===== src/rtl/apcs_pkg.sv =====
// Shared constants and state types for the area-proportional cell scatter.
package apcs_pkg;

  localparam int COUNT_W   = 31;
  localparam int DIM_W     = 16;
  localparam int CFG_IDX_W = 3;
  localparam int AREA_W    = 2 * DIM_W;
  localparam int PROD_W    = COUNT_W + AREA_W;

  localparam logic [CFG_IDX_W-1:0] CFG_ORIGIN_X  = 3'd0;
  localparam logic [CFG_IDX_W-1:0] CFG_ORIGIN_Y  = 3'd1;
  localparam logic [CFG_IDX_W-1:0] CFG_BIN_W     = 3'd2;
  localparam logic [CFG_IDX_W-1:0] CFG_BIN_H     = 3'd3;
  localparam logic [CFG_IDX_W-1:0] CFG_GRID_COLS = 3'd4;
  localparam logic [CFG_IDX_W-1:0] CFG_GRID_ROWS = 3'd5;

  typedef enum logic [1:0] {
    FR_IDLE,
    FR_DIV,
    FR_CLAMP,
    FR_PUSH
  } front_state_t;

  typedef enum logic [2:0] {
    BK_IDLE,
    BK_GEN,
    BK_START,
    BK_DIV,
    BK_SUM,
    BK_LEFT,
    BK_EMIT
  } back_state_t;

endpackage


===== src/rtl/apcs_udiv.sv =====
// Radix-2 restoring unsigned divider, one quotient bit per cycle.
module apcs_udiv #(
  parameter int NUM_W = 32,
  parameter int DEN_W = 16
) (
  input  logic             clk,
  input  logic             rst,
  input  logic             start,
  input  logic [NUM_W-1:0] num,
  input  logic [DEN_W-1:0] den,
  output logic             busy,
  output logic [NUM_W-1:0] quot,
  output logic [DEN_W-1:0] rem
);

  localparam int CNT_W = $clog2(NUM_W + 1);

  logic [NUM_W-1:0] q;
  logic [DEN_W-1:0] r;
  logic [DEN_W-1:0] d;
  logic [CNT_W-1:0] cnt;
  logic [DEN_W:0]   trial;
  logic             ge;

  assign trial = {r, q[NUM_W-1]};
  assign ge    = (trial >= {1'b0, d});
  assign quot  = q;
  assign rem   = r;

  always_ff @(posedge clk) begin
    if (rst) begin
      busy <= 1'b0;
      cnt  <= '0;
    end else if (start) begin
      busy <= 1'b1;
      cnt  <= CNT_W'(NUM_W);
    end else if (busy) begin
      cnt <= cnt - 1'b1;
      if (cnt == CNT_W'(1)) begin
        busy <= 1'b0;
      end
    end
  end

  always_ff @(posedge clk) begin
    if (start) begin
      q <= num;
      r <= '0;
      d <= den;
    end else if (busy) begin
      q <= {q[NUM_W-2:0], ge};
      r <= ge ? DEN_W'(trial - {1'b0, d}) : trial[DEN_W-1:0];
    end
  end

endmodule


===== src/rtl/apcs_front.sv =====
// Front end: accepts items, finds the clamped bin ranges by floor division, queues jobs.
module apcs_front #(
  parameter int CW = 32,
  parameter int M  = 4
) (
  input  logic                               clk,
  input  logic                               rst,
  input  logic                               in_valid,
  output logic                               in_stall,
  input  logic [apcs_pkg::COUNT_W-1:0]       cell_count,
  input  logic signed [CW-1:0]               rect_x_low,
  input  logic signed [CW-1:0]               rect_y_low,
  input  logic signed [CW-1:0]               rect_x_high,
  input  logic signed [CW-1:0]               rect_y_high,
  input  logic signed [CW-1:0]               origin_x,
  input  logic signed [CW-1:0]               origin_y,
  input  logic [apcs_pkg::DIM_W-1:0]         bin_w,
  input  logic [apcs_pkg::DIM_W-1:0]         bin_h,
  input  logic [apcs_pkg::DIM_W-1:0]         cols,
  input  logic [apcs_pkg::DIM_W-1:0]         rows,
  output logic                               job_push,
  input  logic                               job_full,
  output logic [apcs_pkg::COUNT_W+4*CW+4*apcs_pkg::DIM_W-1:0] job_data
);

  localparam int DW = apcs_pkg::DIM_W;
  localparam int QW = CW + 2;
  localparam logic signed [QW-1:0] SPAN = QW'(M - 1);

  apcs_pkg::front_state_t state, state_next;

  logic [apcs_pkg::COUNT_W-1:0] v;
  logic signed [CW-1:0] xl, yl, xh, yh;

  // divider lanes: 0 x low, 1 x high, 2 y low, 3 y high
  logic signed [CW:0] diff [4];
  logic [CW-1:0]      num  [4];
  logic [CW-1:0]      quot [4];
  logic [3:0]         neg;
  logic [3:0]         busy;
  logic               div_start;
  logic               accept;

  logic signed [QW-1:0] q [4];
  logic signed [QW-1:0] lo_x, hi_x, lo_y, hi_y;
  logic signed [QW-1:0] cols_m1, rows_m1;
  logic signed [QW-1:0] hi_x_cap, hi_y_cap;
  logic                 range_empty;

  function automatic logic [CW:0] xl_in_ext(input logic [CW-1:0] a);
    xl_in_ext = {a[CW-1], a};
  endfunction

  assign accept = in_valid && !in_stall;

  assign diff[0] = {xl_in_ext(rect_x_low)} - {origin_x[CW-1], origin_x};
  assign diff[1] = {xl_in_ext(rect_x_high)} - {origin_x[CW-1], origin_x} - 1'b1;
  assign diff[2] = {xl_in_ext(rect_y_low)} - {origin_y[CW-1], origin_y};
  assign diff[3] = {xl_in_ext(rect_y_high)} - {origin_y[CW-1], origin_y} - 1'b1;

  // floor(a/b) for negative a is ~(~a / b)
  for (genvar g = 0; g < 4; g++) begin : g_div
    assign num[g] = diff[g][CW] ? ~diff[g][CW-1:0] : diff[g][CW-1:0];
    apcs_udiv #(.NUM_W(CW), .DEN_W(DW)) u_div (
      .clk   (clk),
      .rst   (rst),
      .start (div_start),
      .num   (num[g]),
      .den   ((g < 2) ? bin_w : bin_h),
      .busy  (busy[g]),
      .quot  (quot[g]),
      .rem   ()
    );
    assign q[g] = neg[g] ? ~{2'b00, quot[g]} : {2'b00, quot[g]};
  end

  assign cols_m1 = {{(QW-DW){1'b0}}, cols} - 1'b1;
  assign rows_m1 = {{(QW-DW){1'b0}}, rows} - 1'b1;

  assign range_empty = (lo_x > hi_x) || (lo_y > hi_y);
  assign hi_x_cap    = (hi_x > lo_x + SPAN) ? lo_x + SPAN : hi_x;
  assign hi_y_cap    = (hi_y > lo_y + SPAN) ? lo_y + SPAN : hi_y;

  assign job_data = {v, xl, yl, xh, yh,
                     lo_y[DW-1:0], hi_y_cap[DW-1:0],
                     lo_x[DW-1:0], hi_x_cap[DW-1:0]};

  always_comb begin
    state_next = state;
    case (state)
      apcs_pkg::FR_IDLE:  if (div_start) state_next = apcs_pkg::FR_DIV;
      apcs_pkg::FR_DIV:   if (busy == 4'b0000) state_next = apcs_pkg::FR_CLAMP;
      apcs_pkg::FR_CLAMP: state_next = apcs_pkg::FR_PUSH;
      apcs_pkg::FR_PUSH:  if (range_empty || !job_full) state_next = apcs_pkg::FR_IDLE;
      default:            state_next = apcs_pkg::FR_IDLE;
    endcase
  end

  always_comb begin
    in_stall  = (state != apcs_pkg::FR_IDLE);
    div_start = 1'b0;
    job_push  = 1'b0;
    case (state)
      apcs_pkg::FR_IDLE: begin
        // zero count or empty rectangle gives nothing: drop on the spot
        div_start = in_valid && (cell_count != '0) &&
                    (rect_x_low < rect_x_high) && (rect_y_low < rect_y_high);
      end
      apcs_pkg::FR_PUSH: begin
        job_push = !range_empty && !job_full;
      end
      default: begin
      end
    endcase
  end

  always_ff @(posedge clk) begin
    if (rst) begin
      state <= apcs_pkg::FR_IDLE;
    end else begin
      state <= state_next;
    end
  end

  always_ff @(posedge clk) begin
    if (accept) begin
      v   <= cell_count;
      xl  <= rect_x_low;
      yl  <= rect_y_low;
      xh  <= rect_x_high;
      yh  <= rect_y_high;
      neg <= {diff[3][CW], diff[2][CW], diff[1][CW], diff[0][CW]};
    end
    if (state == apcs_pkg::FR_CLAMP) begin
      lo_x <= (q[0] < 0) ? '0 : q[0];
      hi_x <= (q[1] > cols_m1) ? cols_m1 : q[1];
      lo_y <= (q[2] < 0) ? '0 : q[2];
      hi_y <= (q[3] > rows_m1) ? rows_m1 : q[3];
    end
  end

endmodule


===== config.mk =====
export PLATFORM = sky130hd
export DESIGN_NAME = apcs_front
export DESIGN_NICKNAME = d
export VERILOG_FILES = /design/src/rtl/apcs_pkg.sv /design/src/rtl/apcs_udiv.sv /design/src/rtl/apcs_front.sv
export SDC_FILE = /design/constraint.sdc
export NUM_CORES = 2
export LEC_CHECK = 0
export BUFFER_PORTS_ARGS = -buffer_cell sky130_fd_sc_hd__buf_2
export CAP_MARGIN = 20
export CORE_ASPECT_RATIO = 0.6
export CORE_MARGIN = 2
export CORE_UTILIZATION = 35
export CTS_BUF_LIST = sky130_fd_sc_hd__clkbuf_4
export CTS_CLUSTER_DIAMETER = 80
export CTS_CLUSTER_SIZE = 20
export DETAILED_ROUTE_END_ITERATION = 12
export PLACE_DENSITY = 0.62
export SKIP_LAST_GASP = 1
export SYNTH_ARGS = -nofsm -noshare
export SYNTH_HDL_FRONTEND = slang
export SYNTH_SLANG_ARGS = --single-unit

===== constraint.sdc =====
create_clock -name clk -period 14.27 [get_ports clk]
set_input_delay 3.5675 -clock clk [delete_from_list [all_inputs] [get_ports clk]]
set_output_delay 3.5675 -clock clk [all_outputs]
set_load 0.01 [all_outputs]

==> flow_summary.toml <==
[floorplan]
dieArea_um2 = 117000
io_pins = 516
die-height_um = 266
rows = 96
start_util = 0.352
core_area_um2 = 114000
chipWidth_um = 441

[yosys]
yosysSeqAreaShare = 0.388
ys_ff_latch = 549
synth_area_um2 = 40000
ys.flop_type = "edfxtp_1"
yosysUniqueCellTypes = 76
synth-edff-count = 455
synth_area_per_cell_um2 = 9.68
postSynth.asyncResetShare = 0
syn-instance-count = 4136
yosysWarningCount = 0

[setup_path]
slowest_stage = "o31a_1"
worstPathRequired_ns = 10.70
worstPathCellList = "and3_1 -> and3_1 -> nand3_1 -> nor4_1 -> and2_1 -> nor2b_1 -> nand4_1 -> xor2_1 -> ha_1 -> nand4_1 -> o21ai_0 -> a211oi_1 -> o21a_1 -> o22ai_1 -> o31a_1 -> mux2i_1 -> buf_2"
worst_path_largest_cell_delay_ns = 0.90
crit_type = "reg -> out"
path_delay_family = "simple AND/OR/NAND/NOR gates"
crit_arrival_ns = 6.04
worst_setup_path_end_kind = "output pin"
critPathLaunchType = "flop"
cp_max_fo = 16
cp_num_buf_inv = 1
startpoint = "lo_x[6]"
r2r-start = "neg[1]"

[timing]
rsz0062_at_grt = "no"
fmax_mhz = 104
drv_slew = 0
final-hold-violation-count = 0
slew_headroom = 0.244
setup-violations-final = 0
period_needed_ns = 9.61
finalCritPeriodShare = 0.673
fin_setup_tns_ns = 0
skew_ns = 0.106
worst_pin_slew_ns = 1.13

[layout]
final_cells = 6137
final_common_cell = "buf_2"
synthToLayoutAreaGrowth_pct = 11.7
nNetsFinal = 5348
fin_area_um2 = 44700
drive_gt1_frac = 0.144
final_cell_mix = "buf_2 (515), ha_1 (472), edfxtp_1 (455)"

[placement]
gp_congestion = 0.949
placed_area_um2 = 44000
post-place-cells = 6051
numPortBuffers = 515
dpl.hpwl_mm = 106

[clock_tree]
cts_hold_buf = 0
root_buffer = "clkbuf_4"
cts_made_buffers = 40
clk_latency_ns = 0.95
cts_tree = "yes"
htreeDepth = 2
clk_pin_slew_ns = 0.21
clockBufferDepth = 3
cts.sinks = 549
cts_setup_buffers = 0
post_cts_resized = 0

[hold_path]
worstHoldPathType = "reg -> reg"
hold_start = "g_div[0].u_div.cnt[0]"

[power_and_ir_drop]
intPower_mw = 3.56
switching_share = 0.425
p_clk_frac = 0.131
ir_worst_vdd_mv = 0.0890
net-switching-power_mw = 2.63
power_frac_seq = 0.386
p_leak_nw = 19.4
pwr-share-comb = 0.483
powerDensity_nw_per_um2 = 138

[route]
drc = 0
via_per_inst = 5.28
finalWirelength_mm = 130
dr.pass1.iters = 5
vias = 32425
drt_first_iter_violations = 3393
postRouteAntennaNets = 0
wl_per_cell_um = 21.3

[global_route]
grt.overflow.total = 0
antenna_found_initial = 34
grt_max_degree = 121
grt_pass1_wl_mm = 191
track_usage = 0.215
grt_pass1_vias = 29717

[status]
outcome = "finished, final reports clean"

[run]
maxCapViolations = 0
power groups by stage:
| stage | sequential, mW | clock, mW | combinational, mW |
|---|---|---|---|
| 2_1_floorplan | 2.40 | 0 | 2.06 |
| 3_3_place_gp | 2.42 | 0 | 2.90 |
| 3_5_place_dp | 2.42 | 0 | 2.94 |
| 4_1_cts | 2.39 | 0.842 | 2.95 |
| 5_1_grt | 2.42 | 0.882 | 3.31 |
| 6_report | 2.39 | 0.807 | 2.99 |
kinds of logic after synthesis:
logic type,Yosys count,synth area share
other cells,1,0.0000937
buf+inv,474,0.0491
compound gates,975,0.153
fa+ha+maj,481,0.152
xor+xnor,438,0.0973
simple gates,1123,0.136
mux,95,0.0242
flops,549,0.388
sequential cells by signal, summed over array words and instances, names as in the netlist, 24 cells and up:
signal,cells
v,31
g_div.u_div.quot,128
g_div.u_div.rem,64
g_div.u_div.d,32
lo_y,33
xl,32
xh,32
g_div.u_div.cnt,24
hi_y,33
hi_x,33
lo_x,33
yl,32
yh,32
worst min-delay path: stages (launching register included):
cell and delay (ns):
dfxtp_1 0.37, nand2_1 0.06, a21oi_1 0.05
metal layers:
layer | global-route usage | vias to the layer above | routed length (um)
met4 | 0.0661 | 10 | 4120
met5 | 0 | - | 59
met2 | 0.278 | 1150 | 49100
met3 | 0.0366 | 166 | 9880
li1 | - | 15795 | -
met1 | 0.350 | 15304 | 67300
synth_stat cells, types with 9 or more instances:
master / number / area, um2
a211oi_1: 39 / 293
a311oi_1: 19 / 166
or3_1: 21 / 131
dfxtp_1: 94 / 1880
a22oi_1: 18 / 135
clkbuf_1: 77 / 289
xnor2_1: 282 / 2470
edfxtp_1: 455 / 13700
o31a_1: 9 / 78.8
nor2_1: 241 / 905
mux2_2: 13 / 146
and3_1: 35 / 219
buf_4: 37 / 278
o21ai_0: 263 / 1320
ha_1: 473 / 5920
and4_1: 12 / 105
nand4_1: 76 / 475
inv_1: 325 / 1220
a211o_1: 12 / 105
mux2i_1: 82 / 821
a21o_1: 146 / 1100
nand2_1: 354 / 1330
nor4_1: 27 / 169
nor3_1: 67 / 335
xor2_1: 152 / 1330
nand2b_1: 40 / 250
a31oi_1: 26 / 163
nand3_1: 80 / 400
and2_1: 13 / 81.3
o31ai_1: 12 / 90.1
a21oi_1: 267 / 1340
o21a_1: 30 / 225
buf_2: 31 / 155
o211ai_1: 32 / 240
or2_2: 11 / 68.8
o21bai_1: 18 / 135
nor2b_1: 119 / 744
cell type report:
class                   instances  area [um2]
fillers                     11406       69200
multi-input cells            3114       22600
flip-flops and latches        549       15500
repair buffers                546        2820
well taps                    1519        1900
inverters                     325        1220
clock buffers                  51         383
clock inverters                18         215
diodes                         15        37.5
path summary, 6_finish.rpt:
| kind | endpoint | slack [ns] | cells past startpoint |
|---|---|---|---|
| min reg2reg | g_div[0].u_div.cnt[0] | 0.50 | 2 |
| max reg2reg | hi_x[15] | 9.90 | 14 |
| max | job_data[14] | 4.66 | 17 |
| min | g_div[0].u_div.cnt[0] | 0.50 | 2 |
stage by stage:
stage | worst slack (ns) | total power [mW] | utilization | hold slack [ns]
final | 4.66 | 6.18 | 0.393 | 0.500
after global routing | 4.27 | 6.62 | 0.393 | 0.521
after CTS | 4.59 | 6.18 | 0.392 | 0.502
after detailed placement | 5.20 | 5.36 | 0.387 | 0.478
after global placement | 5.23 | 5.32 | 0.387 | 0.465
after floorplan | 6.38 | 4.46 | - | 0.450
Note: power is estimated with default switching activity, not from simulation.
