<file path="src/rtl/apcs_queue.sv">
// Two-entry job queue between the classifier and the apportionment engine.
module apcs_queue #(
  parameter int WIDTH = 8
) (
  input  logic             clk,
  input  logic             rst,
  input  logic             push,
  input  logic [WIDTH-1:0] data_in,
  output logic             full,
  input  logic             pop,
  output logic [WIDTH-1:0] data_out,
  output logic             empty
);

  logic [WIDTH-1:0] mem [2];
  logic             wr_ptr;
  logic             rd_ptr;
  logic [1:0]       count;

  assign full     = (count == 2'd2);
  assign empty    = (count == 2'd0);
  assign data_out = mem[rd_ptr];

  always_ff @(posedge clk) begin
    if (rst) begin
      wr_ptr <= 1'b0;
      rd_ptr <= 1'b0;
      count  <= '0;
    end else begin
      if (push) begin
        wr_ptr <= ~wr_ptr;
      end
      if (pop) begin
        rd_ptr <= ~rd_ptr;
      end
      if (push && !pop) begin
        count <= count + 1'b1;
      end else if (pop && !push) begin
        count <= count - 1'b1;
      end
    end
  end

  always_ff @(posedge clk) begin
    if (push) begin
      mem[wr_ptr] <= data_in;
    end
  end

endmodule

</file>
<file path="config.mk">
export PLATFORM = sky130hd
export DESIGN_NAME = apcs_queue
export DESIGN_NICKNAME = d
export VERILOG_FILES = /design/src/rtl/apcs_queue.sv
export SDC_FILE = /design/constraint.sdc
export NUM_CORES = 1
export LEC_CHECK = 0
export ABC_CLOCK_PERIOD_IN_PS = 2200
export BUFFER_PORTS_ARGS = -buffer_cell sky130_fd_sc_hd__buf_2
export CORE_AREA = 2 2 42 44
export CTS_CLUSTER_DIAMETER = 150
export DETAILED_ROUTE_END_ITERATION = 7
export DIE_AREA = 0 0 44 46
export PLACE_DENSITY = 0.77
export SLEW_MARGIN = 20
export SYNTH_ARGS = -nofsm -noshare
export SYNTH_HDL_FRONTEND = slang
export SYNTH_SLANG_ARGS = --single-unit
</file>
<file path="constraint.sdc">
create_clock -name clk -period 2.2 [get_ports clk]
set_clock_uncertainty 0.15 [all_clocks]
set_input_delay 0.11 -clock clk [delete_from_list [all_inputs] [get_ports clk]]
set_output_delay 0.11 -clock clk [all_outputs]
set_load 0.01 [all_outputs]
</file>
==> results_dict.tcl, run 1 <==
set metrics [dict create \
    outcome "finished, final reports clean" \
    m1WireLength_um 488 \
    synth.largest_area_cell "edfxtp_1" \
    rsz0062_at_grt "no" \
    hold_ws_ns 0.1527 \
    worstMarginPinSlew_ns 0.6793 \
    dr.pass1.iters 3 \
    r2r-start "wr_ptr" \
    hp-class "in -> reg" \
    r2r_end "mem[0][6]" \
    yosys.area.top_type_share_pct 61.34 \
    routed_wl_um 1295 \
    crit_required_ns 1.94 \
    htreeDepth 1 \
    final_nets 96 \
    synth_fa_ha_area_share_pct 1.597 \
    crit_slowest_cell "dfxtp_1" \
    r2r_cells 1 \
    track_usage_pct 14.21 \
    post_cts_buffers 0 \
    slew_viol_final 0 \
    critical-path-max-stage-delay_ns 0.54 \
    grt_pass1_vias 487 \
    grt_pass1_wl_um 1938 \
    fin_cells 99 \
    syn_area_um2 783.3 \
    syn_to_final_growth_pct 32.91 \
    diodes 0 \
    endpoint_kind "output pin" \
    fin_util_pct 64.50 \
    dp_worst_setup_slack_ns 0.8188 \
    rows 15 \
    root_buffer "clkbuf_4" \
    routabilityCongestion 0.5719 \
    syn-mean-instance-area_um2 16.66 \
    cts_tree "yes" \
    ys_warn_count 0 \
    die_h_um 46 \
    clk_latency_ns 0.29 \
    antenna_found_initial 0 \
    yosysSeqAreaShare_pct 74.12 \
    fmax_ghz 0.6198 \
    core_area_mm2 0.001614 \
    r2r_slack_ns 0.81 \
    io_pins 22 \
    power.density_mw_per_mm2 740.8 \
    met2_length_um 735 \
    mostFrequentLayoutCells "buf_2, edfxtp_1, dlygate4sd3_1" \
    setup_viol 0 \
    cts_buffers 3 \
    viasPerCell 4.889 \
    irDropWorstVdd_v 0.0004464 \
    synth_compound_area_share_pct 1.278 \
    place.port_buffers 21 \
    synth_xor_area_share_pct 4.473 \
    post-route-period-util_pct 73.34 \
    syn_nets 60 \
    cts_num_sinks 21 \
    path_max_fanout 8 \
    post_cts_resized 0 \
    path_class "reg -> out" \
    cp.arrival_ns 1.35 \
    synth_area_leaders "edfxtp_1, dfxtp_1, mux2_2" \
    highest_layer "met4" \
    netlist_instances 47 \
    drtIter0Drc 3 \
    min_period_ns 1.614 \
    stdcell_area_mm2 0.001041 \
    die_w_um 44 \
    synth.area.mux_share_pct 11.50 \
    synth_cell_types 15 \
    drive_above_1_share_pct 40.24 \
    p_total_mw 0.7712 \
    max_cap_viol_count 0 \
    initial_core_util_pct 48.53 \
    synth-seq-cells 21 \
    nFillCells 145 \
    crit_chain "mux2_2 > buf_2" \
    hold_viol 0 \
    num_vias 484 \
    dp_cells 84 \
    crit_path_end "data_out[3]" \
    drc 0 \
    slew_headroom_pct 54.62 \
    dieArea_mm2 0.002024 \
    synthSimpleGateAreaFrac_pct 5.911 \
    start_kind "flop" \
    drtAntennaViolNets 0 \
    synth_top_family_by_area "multiplexers" \
    wl_met3_um 60 \
    hpwlAfterDp_um 798.7 \
    clk_path_buf_depth 2 \
    grt_max_degree 12 \
    final.setup.worst_slack_ns 0.5865 \
    tns_ns 0 \
    clk_pin_slew_worst_paths_ns 0.11 \
    power_leakage_nw 0.4200 \
    overflow 0 \
    detail_route.wl_per_cell_um 13.08 \
    dpl_cell_area_um2 904.6 \
    layout_commonest_cell "buf_2" \
]
sequential cells by signal (all words and copies together) (netlist names), named ones only:
name,count
mem,16
count,2
rd_ptr,1
wr_ptr,1
power breakdown:
part / switching [mW] / internal (mW)
Sequential: 0.0166 / 0.458
Combinational: 0.0523 / 0.0681
Clock: 0.106 / 0.0704
worst min-delay path by stage:
stage | endpoint | slack [ns] | depth (start not counted) | start
floorplan | count[1] | 0.03 | 1 | rst
global placement | mem[1][6] | 0.15 | 1 | data_in[6]
detailed placement | mem[0][4] | 0.15 | 1 | data_in[4]
CTS | count[0] | 0.14 | 4 | push
global route | count[0] | 0.18 | 4 | push
finish | count[0] | 0.15 | 4 | push
critical path, delay by kind of cell, from the launching register on:
family                 cells  cell delay [ns]
buffers and inverters      1             0.14
flip-flops                 1             0.54
multiplexers               1             0.38
cell usage after synthesis, drive strengths merged:
library cell and n:
edfxtp 16, mux2 8, dfxtp 5, nor2 5, xnor2 2, xor2 2, a21oi 1, and2 1
and2b 1, buf 1, ha 1, inv 1, nor2b 1, o21ai 1, or3 1
timing repair:
action | in CTS | in global routing
endpoints found under the setup margin | 0 | 0
endpoints found under the hold margin | 21 | 0
hold buffers | 11 | 0
kinds of logic (layout without fill, tap and decap cells):
group,after synthesis,count (layout)
xor+xnor,4,4
simple gates,9,9
compound gates,2,2
flops,21,21
mux,8,8
buf+inv,2,37
fa+ha+maj,1,1
final cells by class:
type,instances,area (µm²),share of cell area (%)
clock buffer,4,26.28,2.524
inverter,1,3.754,0.3606
multi-input combinational,24,193.9,18.63
sequential,21,580.6,55.77
tap,17,21.27,2.043
timing repair buffer,32,215.2,20.67
routing by layer:
metal / global-route usage (%) / vias to the layer above
li1: - / 237
met1: 13.33 / 232
met2: 27.94 / 13
met3: 2.381 / 2
met4: 9.091 / 0
met5: 0 / -
Power figures use the tool's default switching activity.
==> run 2, diff against run 1 <==
==> config.mk (replaced) <==
export PLATFORM = sky130hd
export DESIGN_NAME = apcs_queue
export DESIGN_NICKNAME = d
export VERILOG_FILES = /design/src/rtl/apcs_queue.sv
export SDC_FILE = /design/constraint.sdc
export NUM_CORES = 1
export LEC_CHECK = 0
export ABC_CLOCK_PERIOD_IN_PS = 1600
export BUFFER_PORTS_ARGS = -buffer_cell sky130_fd_sc_hd__buf_2
export CORE_AREA = 2 2 44 46
export CTS_CLUSTER_DIAMETER = 150
export DETAILED_ROUTE_END_ITERATION = 7
export DIE_AREA = 0 0 46 48
export PLACE_DENSITY = 0.71
export SLEW_MARGIN = 20
export SYNTH_ARGS = -nofsm -noshare
export SYNTH_HDL_FRONTEND = slang
export SYNTH_SLANG_ARGS = --single-unit
==> constraint.sdc (replaced) <==
create_clock -name clk -period 1.6 [get_ports clk]
set_clock_uncertainty 0.15 [all_clocks]
set_input_delay 0.08 -clock clk [delete_from_list [all_inputs] [get_ports clk]]
set_output_delay 0.08 -clock clk [all_outputs]
set_load 0.01 [all_outputs]
==> run 2 against run 1 <==
Effect of this change:
- critical path depth increased by 4
- sequential share of layout area decreased by 0.35 points
- critical path type is now in -> reg
- critical endpoint is now count[1]
- combinational power increased by 41%
- largest power group unchanged
- wire length decreased by 4.4%
- first-iteration DRC count decreased by 67%
==> results_dict.tcl, run 2 (synthesis gave the netlist of run 1 again) <==
set metrics [dict create \
    grt_max_degree 12 \
    setup_viol 0 \
    power_leakage_nw 0.4252 \
    track_usage_pct 12.46 \
    cts_buffers 3 \
    clk_path_buf_depth 2 \
    diodes 0 \
    viasPerCell 4.910 \
    cp.arrival_ns 1.57 \
    final_nets 97 \
    hold_viol 0 \
    routabilityCongestion 0.6365 \
    layout_commonest_cell "buf_2" \
    mostFrequentLayoutCells "buf_2, edfxtp_1, dlygate4sd3_1" \
    tns_ns 0 \
    place.port_buffers 21 \
    fin_util_pct 62.15 \
    clkPwrFrac_pct 23.0 \
    start_kind "input port" \
    drc 0 \
    top_register "mem" \
    overflow 0 \
    antenna_found_initial 0 \
    crit_required_ns 1.69 \
    min_period_ns 1.481 \
    slew_headroom_pct 73.58 \
    dieArea_mm2 0.002208 \
    path_max_fanout 3 \
    irDropWorstVdd_v 0.0006468 \
    slew_viol_final 0 \
    switching_share_pct 22.75 \
    root_buffer "clkbuf_4" \
    p_int_mw 0.8234 \
    critical-path-max-stage-delay_ns 0.53 \
    max_cap_viol_count 0 \
    detail_route.wl_per_cell_um 12.38 \
    htreeDepth 1 \
    io_pins 22 \
    path_delay_family "buffers and inverters" \
    worstMarginPinSlew_ns 0.3963 \
    crit_slowest_cell "dlygate4sd3_1" \
    crit_chain "dlygate4sd3_1 > buf_2 > inv_1 > ha_1 > or3_1 > a21oi_1" \
    grt_pass1_vias 453 \
    hp-class "in -> reg" \
    rows 15 \
    nFillCells 146 \
    core_area_mm2 0.001689 \
    post-route-period-util_pct 92.59 \
    cts_num_sinks 21 \
    die_h_um 48 \
    power.density_mw_per_mm2 1015 \
    grt_pass1_wl_um 1766 \
    dr.pass1.iters 2 \
    comb_power_share_pct 15.8 \
    drtIter0Drc 1 \
    endpoint_kind "flop" \
    clk_latency_ns 0.29 \
    clk_pin_slew_worst_paths_ns 0.11 \
    switchingPower_mw 0.2426 \
    routed_wl_um 1238 \
    post_cts_buffers 0 \
    num_vias 491 \
    drtAntennaViolNets 0 \
    cts_tree "yes" \
    initial_core_util_pct 46.37 \
    die_w_um 46 \
    crit_buf_inv 3 \
    path_class "in -> reg" \
    rsz0062_at_grt "no" \
    pwr-share-seq_pct 61.2 \
    hpwlAfterDp_um 790.6 \
    largest_register_ffs 16 \
    fmax_ghz 0.6750 \
    syn_to_final_growth_pct 34.03 \
    reg_top3 "mem (16), count (2)" \
    drive_above_1_share_pct 42.17 \
    outcome "finished, final reports clean" \
]
-- run 2: cell types whose count changed in the layout (fill, tap and decap cells not counted), sizes merged --
cell and change:
buf +1
-- run 2: per-layer routing --
metal	global-route usage (%)	vias to the layer above	share of wire, %
li1	-	243	-
met2	22.78	16	54
met5	0	-	0
met1	12.14	228	39
met4	8.571	0	1.6
met3	3.396	4	5.0
-- run 2: power by group through the flow --
stage               Combinational [mW]  Sequential [mW]  Clock (mW)
global placement                 0.144            0.663           0
finish                           0.169            0.653       0.245
CTS                              0.170            0.654       0.254
detailed placement               0.147            0.666           0
floorplan                       0.0961            0.654           0
global route                     0.185            0.658       0.265
-- run 2: layout make-up --
cell class,instances,area [µm²],share of cell area (%)
multi-input cells,24,193.9,18.47
clock buffers,4,26.28,2.503
well taps,17,21.27,2.026
inverters,1,3.754,0.3576
flip-flops and latches,21,581.8,55.42
repair buffers,33,222.7,21.22
-- run 2: worst register-to-register path, cell delays in order, from the launching register on --
cell           delay (ns)
dfxtp_1              0.38
xnor2_1              0.12
nor2_1               0.05
dlygate4sd3_1        0.54
-- run 2: repair_timing --
| action | 4_1_cts | 5_1_grt |
|---|---|---|
| endpoints found under the hold margin | 21 | 0 |
| gates resized for setup | 1 | 0 |
| setup endpoints to repair | 6 | 0 |
| hold buffers | 11 | 0 |
-- run 2: stage by stage --
stage | power (mW) | cells | cell area (µm²) | hold WS, ns | worst slack, ns
3_3_place_gp | 0.8071 | 85 | 912.1 | 0.1183 | 0.3399
4_1_cts | 1.078 | 100 | 1050 | 0.1156 | 0.1047
3_5_place_dp | 0.8124 | 85 | 912.1 | 0.1215 | 0.3313
5_1_grt | 1.108 | 100 | 1050 | 0.1623 | 0.03621
6_report | 1.066 | 100 | 1050 | 0.1189 | 0.1186
2_1_floorplan | 0.7502 | 47 | 783.3 | -0.0009342 | 0.3623
-- run 2: final timing paths --
path                            endpoint  slack, ns  cells past startpoint  startpoint
worst max-delay path            count[1]       0.12                      6         pop
worst min-delay path            count[0]       0.12                      4        push
worst max register to register    wr_ptr       0.26                      3      wr_ptr
worst min register to register  count[1]       0.36                      2    count[1]
==> run 3, diff against run 2 <==
--- a/config.mk
+++ b/config.mk
@@ -6,12 +6,12 @@
 export NUM_CORES = 1
 export LEC_CHECK = 0
 export ABC_CLOCK_PERIOD_IN_PS = 1600
-export BUFFER_PORTS_ARGS = -buffer_cell sky130_fd_sc_hd__buf_2
-export CORE_AREA = 2 2 44 46
+export CORE_AREA = 2 2 41 43
 export CTS_CLUSTER_DIAMETER = 150
 export DETAILED_ROUTE_END_ITERATION = 7
-export DIE_AREA = 0 0 46 48
-export PLACE_DENSITY = 0.71
+export DIE_AREA = 0 0 43 45
+export DONT_BUFFER_PORTS = 1
+export PLACE_DENSITY = 0.68
 export SLEW_MARGIN = 20
 export SYNTH_ARGS = -nofsm -noshare
 export SYNTH_HDL_FRONTEND = slang
==> run 3 against run 2 <==
Effect of this change:
- cell count is 20% lower
- largest cell class unchanged
- sequential share of layout area is 5.0 points higher
- die area is 12% lower
- largest power group unchanged
- critical path depth is 5 lower
- first-iteration DRC count is 100% higher
- non-clock buffer count is 19 lower
- maximum frequency is 0.33% higher
- clock-buffer cell count is 1 lower
- wire length is 1.1% lower
- sequential power hardly changed
- critical endpoint is now data_out[2]
- power is 2.6% lower
- flip-flop and latch count stayed put
==> results_dict.tcl, run 3 (synthesis gave the netlist of run 1 again) <==
set metrics [dict create \
    fin_cells 80 \
    cts_tree "yes" \
    antenna_found_initial 0 \
    mostFrequentLayoutCells "edfxtp_1, dlygate4sd3_1, mux2_2" \
    start_kind "flop" \
    path_class "reg -> out" \
    slew_viol_final 0 \
    die_h_um 45 \
    dpl_cell_area_um2 813.3 \
    r2r-start "wr_ptr" \
    grt_pass1_vias 440 \
    critical-path-max-stage-delay_ns 0.53 \
    layout_commonest_cell "edfxtp_1" \
    setup_viol 0 \
    r2r_cells 3 \
    cts_num_sinks 21 \
    top_register "mem" \
    cp.arrival_ns 1.25 \
    root_buffer "clkbuf_4" \
    crit_buf_inv 0 \
    fmax_ghz 0.6773 \
    clk_path_buf_depth 2 \
    endpoint_kind "output pin" \
    p_total_mw 1.038 \
    die_w_um 43 \
    dr.pass1.iters 3 \
    path_max_fanout 8 \
    largest_register_ffs 16 \
    grt_pass1_wl_um 1800 \
    r2r_end "wr_ptr" \
    io_pins 22 \
    num_vias 410 \
    min_period_ns 1.476 \
    dieArea_mm2 0.001935 \
    hpwlAfterDp_um 807.1 \
    tns_ns 0 \
    post-route-period-util_pct 92.28 \
    slew_headroom_pct 75.84 \
    clk_pin_slew_worst_paths_ns 0.11 \
    post_cts_buffers 0 \
    irDropWorstVdd_v 0.0007139 \
    outcome "finished, final reports clean" \
    hold_ws_ns 0.04023 \
    rows 14 \
    hp-class "in -> reg" \
    rsz0062_at_grt "no" \
    post_cts_resized 0 \
    detail_route.wl_per_cell_um 15.30 \
    routed_wl_um 1224 \
    worstMarginPinSlew_ns 0.3624 \
    crit_chain "mux2_2" \
    r2r_slack_ns 0.21 \
    fin_util_pct 65.31 \
    hold_viol 0 \
    cts_buffers 3 \
    crit_path_end "data_out[2]" \
    cts_hold_buf 12 \
    drive_above_1_share_pct 23.44 \
    syn_to_final_growth_pct 22.68 \
    overflow 0 \
    drtIter0Drc 2 \
    grt_max_degree 13 \
    drc 0 \
    crit_slowest_cell "dfxtp_1" \
    cp.depth 1 \
    core_area_mm2 0.001471 \
    initial_core_util_pct 53.23 \
    dp_cells 64 \
    power_leakage_nw 0.3533 \
    reg_top3 "mem (16), count (2)" \
    final.setup.worst_slack_ns 0.1235 \
    track_usage_pct 13.83 \
    max_cap_viol_count 0 \
    place.port_buffers 0 \
    diodes 0 \
    path_delay_family "flip-flops" \
    routabilityCongestion 0.6428 \
    clk_latency_ns 0.29 \
    dp_worst_setup_slack_ns 0.4023 \
    drtAntennaViolNets 0 \
    stdcell_area_um2 960.9 \
    viasPerCell 5.125 \
    power.density_mw_per_mm2 1080 \
    final_nets 78 \
    htreeDepth 1 \
    crit_required_ns 1.37 \
]
[run 3: cell count changes in the layout (fill, tap and decap cells not counted)]
cell           delta
buf_4             +1
dfxtp_2           -1
dlygate4sd3_1     +1
dfxtp_1           +1
buf_2            -21
clkinv_2          +1
clkbuf_1          -1
[run 3: cell type report]
class | instances | area (µm²)
clock buffer | 3 | 22.52
timing repair buffer | 14 | 135.1
inverter | 1 | 3.754
clock inverter | 1 | 5.005
tap | 16 | 20.02
multi-input combinational | 24 | 193.9
fill | 117 | 510.5
sequential | 21 | 580.6
[run 3: power breakdown]
group / internal [mW] / switching [mW] / total (mW) / leakage [nW]
logic: 0.0728 / 0.0676 / 0.140 / 0.144
registers: 0.629 / 0.0242 / 0.653 / 0.192
clock network: 0.0931 / 0.151 / 0.244 / 0.0177
total: 0.795 / 0.243 / 1.04 / 0.353
[run 3: metal layers]
| metal | share of wire, % | vias up | GRT usage, % |
|---|---|---|---|
| li1 | - | 202 | - |
| met1 | 38 | 195 | 12.70 |
| met2 | 57 | 11 | 27.27 |
| met3 | 4.7 | 2 | 2.800 |
| met4 | 0.33 | 0 | 9.091 |
| met5 | 0 | - | 0 |
[run 3: how the worst min path moves through the flow]
stage          from   endpoint  cells past startpoint
2_1_floorplan   rst   count[1]                      1
3_3_place_gp    rst   count[1]                      1
3_5_place_dp    rst     wr_ptr                      1
4_1_cts         pop   count[0]                      4
5_1_grt        push  mem[0][3]                      2
6_report       push  mem[0][4]                      2
